<file path="config.mk">
export PLATFORM = sky130hd
export DESIGN_NAME = qwps_front
export DESIGN_NICKNAME = d
export VERILOG_FILES = /design/src/rtl/qwps_pkg.sv /design/src/rtl/qwps_front.sv
export SDC_FILE = /design/constraint.sdc
export NUM_CORES = 1
export LEC_CHECK = 0
export BUFFER_PORTS_ARGS = -buffer_cell sky130_fd_sc_hd__buf_2
export CAP_MARGIN = 25
export CORE_MARGIN = 1.5
export CORE_UTILIZATION = 50
export CTS_CLUSTER_DIAMETER = 100
export DETAILED_ROUTE_END_ITERATION = 8
export GPL_TIMING_DRIVEN = 0
export HOLD_SLACK_MARGIN = 0.02
export PLACE_DENSITY = 0.78
export SLEW_MARGIN = 10
export SYNTH_ARGS = -nofsm -noshare
export SYNTH_HDL_FRONTEND = slang
export SYNTH_SLANG_ARGS = --single-unit
</file>
<file path="constraint.sdc">
create_clock -name clock -period 4.05 [get_ports clock]
set_clock_uncertainty 0.05 [all_clocks]
set_input_delay 0.2025 -clock clock [delete_from_list [all_inputs] [get_ports clock]]
set_output_delay 0.2025 -clock clock [all_outputs]
set_load 0.05 [all_outputs]
</file>
<file path="src/rtl/qwps_pkg.sv">
// Shared types and codes of the quota-weighted priority scheduler.
package qwps_pkg;

   localparam logic [1:0] OP_ADD    = 2'd0;
   localparam logic [1:0] OP_REMOVE = 2'd1;
   localparam logic [1:0] OP_SCHED  = 2'd2;

   localparam logic [1:0] ST_OK      = 2'd0;
   localparam logic [1:0] ST_FULL    = 2'd1;
   localparam logic [1:0] ST_MISSING = 2'd2;

   localparam logic [1:0] CSR_QUOTA_STEP = 2'd0;
   localparam logic [1:0] CSR_QUOTA_BASE = 2'd1;

   localparam logic [3:0] QUOTA_STEP_RESET = 4'd5;
   localparam logic [3:0] QUOTA_BASE_RESET = 4'd1;

   typedef struct packed {
      logic [1:0]  op;
      logic [7:0]  pid;
      logic [1:0]  lvl;
      logic [63:0] ctx;
      logic        ready;
   } cmd_type;

   typedef struct packed {
      logic    valid;
      cmd_type cmd;
   } cmd_chan_type;

   typedef struct packed {
      logic [3:0] quota_step;
      logic [3:0] quota_base;
   } cfg_type;

endpackage

</file>
<file path="src/rtl/qwps_front.sv">
// Front end: accepts commands, saturates the level and queues them for the back end.
module qwps_front #(
   parameter int LEVELS = 4
) (
   input  logic                  clock,
   input  logic                  reset,
   input  logic                  start,
   output logic                  busy,
   input  logic [1:0]            req_op,
   input  logic [7:0]            req_pid,
   input  logic [1:0]            req_priority_req,
   input  logic [63:0]           req_context_req,
   input  logic                  req_running_ready,
   output qwps_pkg::cmd_chan_type cmd_out,
   input  logic                  cmd_pop
);
   import qwps_pkg::*;

   cmd_type    entry_ff [2];
   cmd_type    entry_in;
   logic       wr_ptr_ff, wr_ptr_in;
   logic       rd_ptr_ff, rd_ptr_in;
   logic [1:0] count_ff, count_in;
   logic       push;
   logic       pop;

   assign busy = (count_ff == 2'd2);
   assign push = start && !busy;
   assign pop  = cmd_pop && (count_ff != 2'd0);

   always_comb begin
      entry_in.op    = req_op;
      entry_in.pid   = req_pid;
      entry_in.ctx   = req_context_req;
      entry_in.ready = req_running_ready;
      if (4'(req_priority_req) >= 4'(LEVELS)) begin
         entry_in.lvl = 2'(LEVELS - 1);
      end else begin
         entry_in.lvl = req_priority_req;
      end
      wr_ptr_in = push ? !wr_ptr_ff : wr_ptr_ff;
      rd_ptr_in = pop ? !rd_ptr_ff : rd_ptr_ff;
      count_in  = count_ff + 2'(push) - 2'(pop);
   end

   always_ff @(posedge clock) begin
      if (reset) begin
         wr_ptr_ff <= 1'b0;
         rd_ptr_ff <= 1'b0;
         count_ff  <= 2'd0;
      end else begin
         wr_ptr_ff <= wr_ptr_in;
         rd_ptr_ff <= rd_ptr_in;
         count_ff  <= count_in;
      end
   end

   always_ff @(posedge clock) begin
      if (push) begin
         entry_ff[wr_ptr_ff] <= entry_in;
      end
   end

   assign cmd_out.valid = (count_ff != 2'd0);
   assign cmd_out.cmd   = entry_ff[rd_ptr_ff];

endmodule

</file>
Word level (Yosys, flattened, before mapping). Memory sizes are Yosys's and may differ from the RTL's. A register that Yosys moved wholly into a read port is not among the register bits. Index checks and enable logic that the tools add are counted. Widths: inputs -> output; s select.

Logic and storage cells: 17. Output and inout port bits: 79. Memory bits (writable): 154. Memories kept: 1. Register bits after elaboration: 4.

Add/subtract/negate cells: 2. Equal/unequal tests: 1. Muxes and demuxes: 4. Reduce and logical (&&, ||, !) cells: 6.

Memory list: entry_ff (depth 2, width 77, read ports 1, clocked after memory_dff 1, wr ports 1, RTL line qwps_front.sv:19) `cmd_type entry_ff [2];`.

Operators with widths (number): $mux 1 (4); $logic_not 1->1 (3); $add 2x1->2 (1); $eq 2x2->1 const B (1); $logic_and 1x1->1 (2); $reduce_bool 2->1 (1); $sub 2x1->2 (1).

Depth between registers and ports, before layout. Gate-level depths: netlist of the first run.

Depth in word-level cells: 5. Depth in mapped cells: 8. Depth with buffers taken out: 8.

Worst setup path after synthesis of the first run. Ideal clock, no wire load.

Kind: reg2reg. Start point: reg count_ff[0]. End point: mem entry_ff[0][0] (netlist bit), enable pin. Data required time: 3569 ps. Arrival: 2449 ps. Slack: 1120 ps. Cell stages (with the launch flop): 5. Period minus slack after synthesis: 2930 ps. Path through: dfxtp_1 -> nand2b_2 -> inv_2 -> or3_1 -> inv_1.

Longest elaborated chain between the ends: 5.

RTL lines: start: declaration (RTL line qwps_front.sv:23) `logic [1:0] count_ff, count_in;`; start signal: assignment (RTL line qwps_front.sv:54) `count_ff <= count_in;`; $eq 2x2->1 (RTL line qwps_front.sv:27) `assign busy = (count_ff == 2'd2);`; named net busy (RTL line qwps_front.sv:8) `output logic busy,`; $logic_not 1->1 (RTL line qwps_front.sv:28) `assign push = start && !busy;`; $logic_and 1x1->1 (RTL line qwps_front.sv:28); $mux 1 (RTL line qwps_front.sv:59) `if (push) begin`; $mux 1 (implied by the code) (RTL line qwps_front.sv:60) `entry_ff[wr_ptr_ff] <= entry_in;`; end: declaration (RTL line qwps_front.sv:19).

The timed path passes the listed nets, and every way through them passes these cells.

Worst setup path after layout of the first run.
Start point: reg count_ff[0]. End point: mem entry_ff[0][74] (netlist bit), enable pin.

Longest elaborated chain between the ends: 5.

RTL lines (RTL line): $eq 2x2->1 (qwps_front.sv:27); $logic_not 1->1 (qwps_front.sv:28); $logic_and 1x1->1 (qwps_front.sv:28); $mux 1 (qwps_front.sv:59); $mux 1 (implied by the code) (qwps_front.sv:60).

Every way passes these cells.

==> results of run 1 <==
worst max-delay path: stages (launching register included):
cell and delay [ns]:
dfxtp_1 0.36, nand2b_2 0.17, inv_2 0.05, or3_1 0.37
inv_4 0.43, buf_12 0.31
cell usage after synthesis (all sizes together):
master,n,area share [%]
a21oi,1,0.084
and3,1,0.11
buf,9,1.5
dfxtp,5,1.7
edfxtp,154,78
ha,2,0.42
inv,4,0.25
mux2,77,17
nand2,1,0.063
nand2b,1,0.15
nor2,3,0.19
nor2b,1,0.11
o21a,1,0.13
o21ai,1,0.084
or2,1,0.11
or3,1,0.11
xnor2,2,0.30
xor2,1,0.15
cell families (layout without fill, tap and decap cells):
| group | count (synthesis) | in the layout | synth area share (%) |
|---|---|---|---|
| fa+ha+maj | 2 | 2 | 0.4223 |
| mux | 77 | 77 | 16.54 |
| flops | 159 | 159 | 79.75 |
| simple gates | 9 | 9 | 0.8239 |
| buf+inv | 13 | 284 | 1.732 |
| compound gates | 3 | 3 | 0.2956 |
| xor+xnor | 3 | 3 | 0.4436 |
stage by stage:
step / total power, µW / util [%]
6_report: 5687 / 72.85
5_1_grt: 5872 / 72.85
4_1_cts: 5717 / 72.85
3_5_place_dp: 3975 / 60.58
3_3_place_gp: 3945 / 60.16
2_1_floorplan: 3597 / -
final timing paths:
kind	start	end	cells past startpoint	slack [ns]
max	count_ff[0]	entry_ff[0][74]	5	1.96
min	cmd_pop	register	4	0.18
max reg2reg	count_ff[0]	entry_ff[0][74]	5	1.96
min reg2reg	rd_ptr_ff	register	2	0.48
metal layers:
layer / global-route usage, % / routed length, µm / up-vias
met1: 21.44 / 4534 / 1652
met5: 0 / 0 / -
met4: 8.945 / 229 / 0
met3: 6.206 / 688 / 19
li1: - / - / 1570
met2: 33.62 / 6192 / 121
sequential cells by signal, summed over array words and instances (netlist names), named ones only:
signal and flops:
entry_ff 154, wr_ptr_ff 1, count_ff 2, rd_ptr_ff 1
report_power, final:
group          total (µW)  switching, µW  internal (µW)
clock network        1690            602           1080
logic                1900           1290            615
registers            2100           54.6           2040
what timing repair did:
item | in CTS | in global routing
setup buffers | 0 | 0
endpoints found under the hold margin | 159 | 0
setup endpoints to repair | 0 | 0
hold buffers | 78 | 0
final cells by class:
class,instances,area (µm²)
Timing Repair Buffer,239,1617
Tap cell,143,178.9
Multi-Input combinational cell,94,1102
Clock buffer,19,432.9
Inverter,4,17.52
Clock inverter,13,193.9
Sequential cell,159,4725
Buffer,9,87.58
Fill cell,706,3113
==> impl_metrics.prom, run 1 <==
# TYPE chip_impl_metric gauge
chip_impl_metric{name="via_count_of_the_first_global_routing_pass",unit=""} 3636
chip_impl_metric{name="finalWorstSetupSlack",unit="ns"} 1.958
chip_impl_metric{name="path_max_fanout",unit=""} 39
chip_impl_metric{name="ant_nets",unit=""} 0
chip_impl_metric{name="fin_setup_tns",unit="ns"} 0
chip_impl_metric{name="worst_slew_margin_rel",unit="%"} 63.22
chip_impl_metric{name="worst_slew_pin_slew",unit="ns"} 0.5518
chip_impl_metric{name="gp_congestion",unit=""} 0.7296
chip_impl_info{name="critical_path_sink_type",value="register"} 1
chip_impl_info{name="most_frequent_standard_cell_in_the_layout_excluding_fill_and_tap_cells",value="buf_2"} 1
chip_impl_info{name="startpoint_type",value="register"} 1
chip_impl_metric{name="die_width",unit="µm"} 111.9
chip_impl_info{name="grt_setup_unrepaired",value="false"} 1
chip_impl_metric{name="dr.first_iter.drc_count",unit=""} 158
chip_impl_metric{name="worst_ep_arrival_time",unit="ns"} 2.15
chip_impl_metric{name="dp_hpwl",unit="µm"} 6675
chip_impl_metric{name="routed_wire_length_per_instance",unit="µm"} 17.12
chip_impl_metric{name="pin_count_of_the_biggest_net_entering_global_routing",unit=""} 42
chip_impl_metric{name="finalNetCount",unit=""} 607
chip_impl_metric{name="io_buffers",unit=""} 159
chip_impl_info{name="path_class",value="register to register"} 1
chip_impl_metric{name="post-route-period-util",unit="%"} 51.67
chip_impl_metric{name="fp.dieH",unit="µm"} 111.9
chip_impl_metric{name="area.growth.synth_to_final",unit="%"} 41.01
chip_impl_metric{name="clkLatencyLatePin",unit="ns"} 0.42
chip_impl_metric{name="synth_area_per_cell",unit="µm²"} 22.27
chip_impl_metric{name="syn_nets",unit=""} 349
chip_impl_metric{name="synth_cell_type_count",unit=""} 22
chip_impl_metric{name="power.density_cell_area",unit="nW/µm²"} 680.7
chip_impl_metric{name="setup_viol",unit=""} 0
chip_impl_metric{name="design.portCount",unit=""} 160
chip_impl_metric{name="clk_pin_slew",unit="ns"} 0.06
chip_impl_metric{name="post_route_cells_drive_above_1_share",unit="%"} 52.33
chip_impl_metric{name="finalInstanceArea",unit="µm²"} 8354
chip_impl_metric{name="track_usage",unit="%"} 19.26
chip_impl_metric{name="drt_pass1_iterations",unit=""} 4
chip_impl_metric{name="buffer_depth_of_the_longest_clock_path",unit=""} 2
chip_impl_metric{name="vias",unit=""} 3362
chip_impl_metric{name="routed_wirelength",unit="µm"} 11640
chip_impl_metric{name="synthesis.instances",unit=""} 266
chip_impl_metric{name="final_cell_count_without_fillers",unit=""} 680
chip_impl_metric{name="n_antenna_cell",unit=""} 0
chip_impl_metric{name="drt-vias-per-instance",unit=""} 4.944
chip_impl_metric{name="report.final.hold_viol_count",unit=""} 0
chip_impl_metric{name="wire_length_of_the_first_global_routing_pass",unit="µm"} 17980
chip_impl_info{name="clock_tree_from_tritoncts",value="built"} 1
chip_impl_metric{name="detail_route.drc_violations",unit=""} 0
chip_impl_metric{name="grt_overflow",unit=""} 0
chip_impl_metric{name="vdd_drop_max",unit="V"} 0.0005040
chip_impl_metric{name="synthesis.area",unit="µm²"} 5924
chip_impl_metric{name="dpl.cell_count",unit=""} 570
chip_impl_metric{name="hold_ws",unit="ns"} 0.1818
chip_impl_metric{name="placeableCoreArea",unit="µm²"} 11470
chip_impl_metric{name="htree_num_levels",unit=""} 4
chip_impl_metric{name="placed_area",unit="µm²"} 6947
chip_impl_metric{name="final_max_slew_viol_count",unit=""} 0
chip_impl_metric{name="grt_antenna_before_repair",unit=""} 0
chip_impl_metric{name="design.die.area",unit="µm²"} 12510
chip_impl_metric{name="power_leakage",unit="µW"} 0.003275
chip_impl_metric{name="worstPathRequired",unit="ns"} 4.10
chip_impl_metric{name="synth_sequential_area_ratio",unit="%"} 79.75
chip_impl_info{name="min-delay-path-class",value="input pin to register"} 1
chip_impl_metric{name="numCtsBuffers",unit=""} 17
chip_impl_metric{name="period_needed",unit="ns"} 2.092
chip_impl_metric{name="std_cell_rows",unit=""} 39
chip_impl_metric{name="start_util",unit="%"} 51.66
chip_impl_metric{name="cts-resized-gates",unit=""} 0
chip_impl_info{name="clock_tree.root_cell",value="clkbuf_16"} 1
chip_impl_info{name="layout.cells.most_common_list",value="buf_2, edfxtp_1, dlygate4sd3_1"} 1
chip_impl_metric{name="cap_viol_max_count",unit=""} 0
chip_impl_metric{name="total_clock_sinks",unit=""} 159
chip_impl_metric{name="yosysWarningCount",unit=""} 0
chip_impl_metric{name="fmaxAchievable",unit="MHz"} 477.9
chip_impl_metric{name="post-place-ws",unit="ns"} 1.966
chip_impl_metric{name="synth.ff_latch_count",unit=""} 159
chip_impl_info{name="run_status",value="finished, final reports clean"} 1
No activity file was read; power rests on OpenSTA's default activity.
==> inputs of run 2 (changes only) <==
==> constraint.sdc (replaced) <==
create_clock -name clock -period 2.05 [get_ports clock]
set_clock_uncertainty 0.05 [all_clocks]
set_input_delay 0.1025 -clock clock [delete_from_list [all_inputs] [get_ports clock]]
set_output_delay 0.1025 -clock clock [all_outputs]
set_load 0.05 [all_outputs]
==> run 2 against run 1 <==
Compared with the run above:
- power up 95%
- largest cell class unchanged
- clock power up 83%
- register-to-register slack lost 1.7 ns
- worst hold slack got worse by 0.12 ns
- wire length is 2.0% lower
- setup slack worse by 1.8 ns
==> impl_metrics.prom, run 2 (synthesis results as in run 1) <==
# TYPE chip_impl_metric gauge
chip_impl_metric{name="worst_ep_arrival_time",unit="ns"} 1.72
chip_impl_metric{name="vdd_drop_max",unit="V"} 0.001049
chip_impl_metric{name="register_area",unit="µm²"} 4727
chip_impl_metric{name="buffer_depth_of_the_longest_clock_path",unit=""} 2
chip_impl_metric{name="io_buffers",unit=""} 159
chip_impl_metric{name="internal_power",unit="µW"} 7247
chip_impl_info{name="crit_path_top_delay_cell",value="dfxtp_1"} 1
chip_impl_metric{name="htree_num_levels",unit=""} 4
chip_impl_metric{name="post-layout-total-power",unit="µW"} 11110
chip_impl_info{name="clock_tree.root_cell",value="clkbuf_16"} 1
chip_impl_info{name="most_frequent_standard_cell_in_the_layout_excluding_fill_and_tap_cells",value="buf_2"} 1
chip_impl_metric{name="drt-vias-per-instance",unit=""} 4.886
chip_impl_metric{name="worst_slew_margin_rel",unit="%"} 64.93
chip_impl_metric{name="detail_route.drc_violations",unit=""} 0
chip_impl_metric{name="fin_setup_tns",unit="ns"} 0
chip_impl_metric{name="cap_viol_max_count",unit=""} 0
chip_impl_info{name="clock_tree_from_tritoncts",value="built"} 1
chip_impl_metric{name="routed_wirelength",unit="µm"} 11410
chip_impl_info{name="layout_top_registers",value="entry_ff x154, count_ff x2"} 1
chip_impl_metric{name="via_count_of_the_first_global_routing_pass",unit=""} 3604
chip_impl_info{name="worst_r2r_startpoint",value="count_ff[0]"} 1
chip_impl_metric{name="dp_hpwl",unit="µm"} 6886
chip_impl_metric{name="multi_input_area",unit="µm²"} 1112
chip_impl_metric{name="post-place-ws",unit="ns"} 0.05371
chip_impl_info{name="crit_top_cell",value="buf_6"} 1
chip_impl_metric{name="track_usage",unit="%"} 19.10
chip_impl_metric{name="finalWorstSetupSlack",unit="ns"} 0.1763
chip_impl_metric{name="period_needed",unit="ns"} 1.874
chip_impl_metric{name="pwr-share-clk",unit="%"} 27.8
chip_impl_metric{name="routed_wire_length_per_instance",unit="µm"} 16.66
chip_impl_metric{name="gp_congestion",unit=""} 0.6657
chip_impl_info{name="critical_path_sink_type",value="primary output"} 1
chip_impl_metric{name="std_cell_rows",unit=""} 39
chip_impl_metric{name="fmaxAchievable",unit="MHz"} 533.7
chip_impl_metric{name="fp.dieH",unit="µm"} 111.9
chip_impl_metric{name="drt_pass1_iterations",unit=""} 4
chip_impl_info{name="run_status",value="finished, final reports clean"} 1
chip_impl_metric{name="grt_antenna_before_repair",unit=""} 0
chip_impl_metric{name="start_util",unit="%"} 51.66
chip_impl_metric{name="final_max_slew_viol_count",unit=""} 0
chip_impl_metric{name="clk_pin_slew",unit="ns"} 0.06
chip_impl_metric{name="critical-path-max-stage-delay",unit="ns"} 0.32
chip_impl_info{name="grt_setup_unrepaired",value="false"} 1
chip_impl_metric{name="dr.first_iter.drc_count",unit=""} 147
chip_impl_metric{name="net-switching-power",unit="µW"} 3862
chip_impl_metric{name="largest_reg_flops",unit=""} 154
chip_impl_metric{name="area.growth.synth_to_final",unit="%"} 42.26
chip_impl_metric{name="numCtsBuffers",unit=""} 17
chip_impl_metric{name="switching_share",unit="%"} 34.76
chip_impl_metric{name="post-route-period-util",unit="%"} 91.40
chip_impl_metric{name="die_width",unit="µm"} 111.9
chip_impl_metric{name="post_route_cells_drive_above_1_share",unit="%"} 53.69
chip_impl_metric{name="power.density_cell_area",unit="nW/µm²"} 1318
chip_impl_info{name="cp_cell_sequence",value="buf_6 -> buf_6 -> buf_8 -> mux2_4 -> buf_2"} 1
chip_impl_metric{name="n_antenna_cell",unit=""} 0
chip_impl_metric{name="clkLatencyLatePin",unit="ns"} 0.42
chip_impl_metric{name="power_leakage",unit="µW"} 0.003297
chip_impl_metric{name="ant_nets",unit=""} 0
chip_impl_info{name="worstHoldStart",value="start"} 1
chip_impl_info{name="startpoint_type",value="register"} 1
chip_impl_metric{name="combinationalPowerShare",unit="%"} 34.9
chip_impl_info{name="largest_register",value="entry_ff"} 1
chip_impl_info{name="path_class",value="register to primary output"} 1
chip_impl_metric{name="vias",unit=""} 3347
chip_impl_metric{name="pwr-share-seq",unit="%"} 37.3
chip_impl_info{name="min-delay-path-class",value="input pin to register"} 1
chip_impl_metric{name="design.portCount",unit=""} 160
chip_impl_metric{name="design.die.area",unit="µm²"} 12510
chip_impl_metric{name="nFillCells",unit=""} 670
chip_impl_info{name="layout.cells.most_common_list",value="buf_2, edfxtp_1, dlygate4sd3_1"} 1
chip_impl_metric{name="final_design_utilization",unit="%"} 73.50
chip_impl_metric{name="setup_viol",unit=""} 0
chip_impl_metric{name="total_clock_sinks",unit=""} 159
chip_impl_metric{name="worst_slew_pin_slew",unit="ns"} 0.5261
chip_impl_metric{name="worstPathRequired",unit="ns"} 1.90
chip_impl_metric{name="wire_length_of_the_first_global_routing_pass",unit="µm"} 17890
chip_impl_metric{name="pin_count_of_the_biggest_net_entering_global_routing",unit=""} 44
chip_impl_metric{name="report.final.hold_viol_count",unit=""} 0
chip_impl_metric{name="placeableCoreArea",unit="µm²"} 11470
chip_impl_metric{name="path_max_fanout",unit=""} 10
chip_impl_metric{name="grt_overflow",unit=""} 0
chip_impl_metric{name="finalNetCount",unit=""} 612
==> run 2: stage by stage <==
| step | hold slack, ns | instances | instance area [µm²] |
|---|---|---|---|
| 6_report | 0.05826 | 685 | 8428 |
| 5_1_grt | 0.05616 | 685 | 8428 |
| 4_1_cts | 0.02555 | 682 | 8406 |
| 3_5_place_dp | 0.2432 | 572 | 7030 |
| 3_3_place_gp | 0.2392 | 568 | 6924 |
| 2_1_floorplan | 0.1167 | 266 | 5949 |
==> run 2: final cells by class <==
type,count,area share [%]
sequential,159,56.09
timing repair buffer,244,20.19
multi-input combinational,94,13.20
clock buffer,22,5.745
tap,143,2.123
clock inverter,10,1.306
buffer,9,1.039
inverter,4,0.3118
==> run 2: power groups by stage <==
stage                     logic, µW  clock network, µW  registers [µW]
after floorplan                2940                  0            4190
after detailed placement       3740                  0            4210
after CTS                      3870               3150            4150
final                          3880               3090            4140
after global placement         3600                  0            4210
after global routing           4060               3260            4180
==> run 2: per-layer routing <==
metal,up-vias,track usage (%),share of wire (%)
met2,123,34.11,54
li1,1568,-,-
met1,1635,20.52,38
met3,21,6.532,6.6
met5,-,0,0
met4,0,8.354,1.9
==> run 2: path summary, 6_finish.rpt <==
check	to	slack (ns)	depth (start not counted)
worst min register to register	wr_ptr_ff	0.47	2
worst max register to register	entry_ff[0][16]	0.22	6
worst max-delay path	cmd_out[69]	0.18	5
worst min-delay path	wr_ptr_ff	0.06	4
==> run 2: worst max-delay path: cells and delay by family (launching register included) <==
family,cells,cell delay [ns]
muxes,1,0.31
DFF,1,0.32
buffers and inverters,4,0.67
==> run 2: timing repair <==
item / 4_1_cts / 5_1_grt
endpoints found under the hold margin: 159 / 0
buffers inserted: 0 / 3
endpoints found under the setup margin: 0 / 45
hold buffers: 78 / 0
resized for setup: 0 / 0
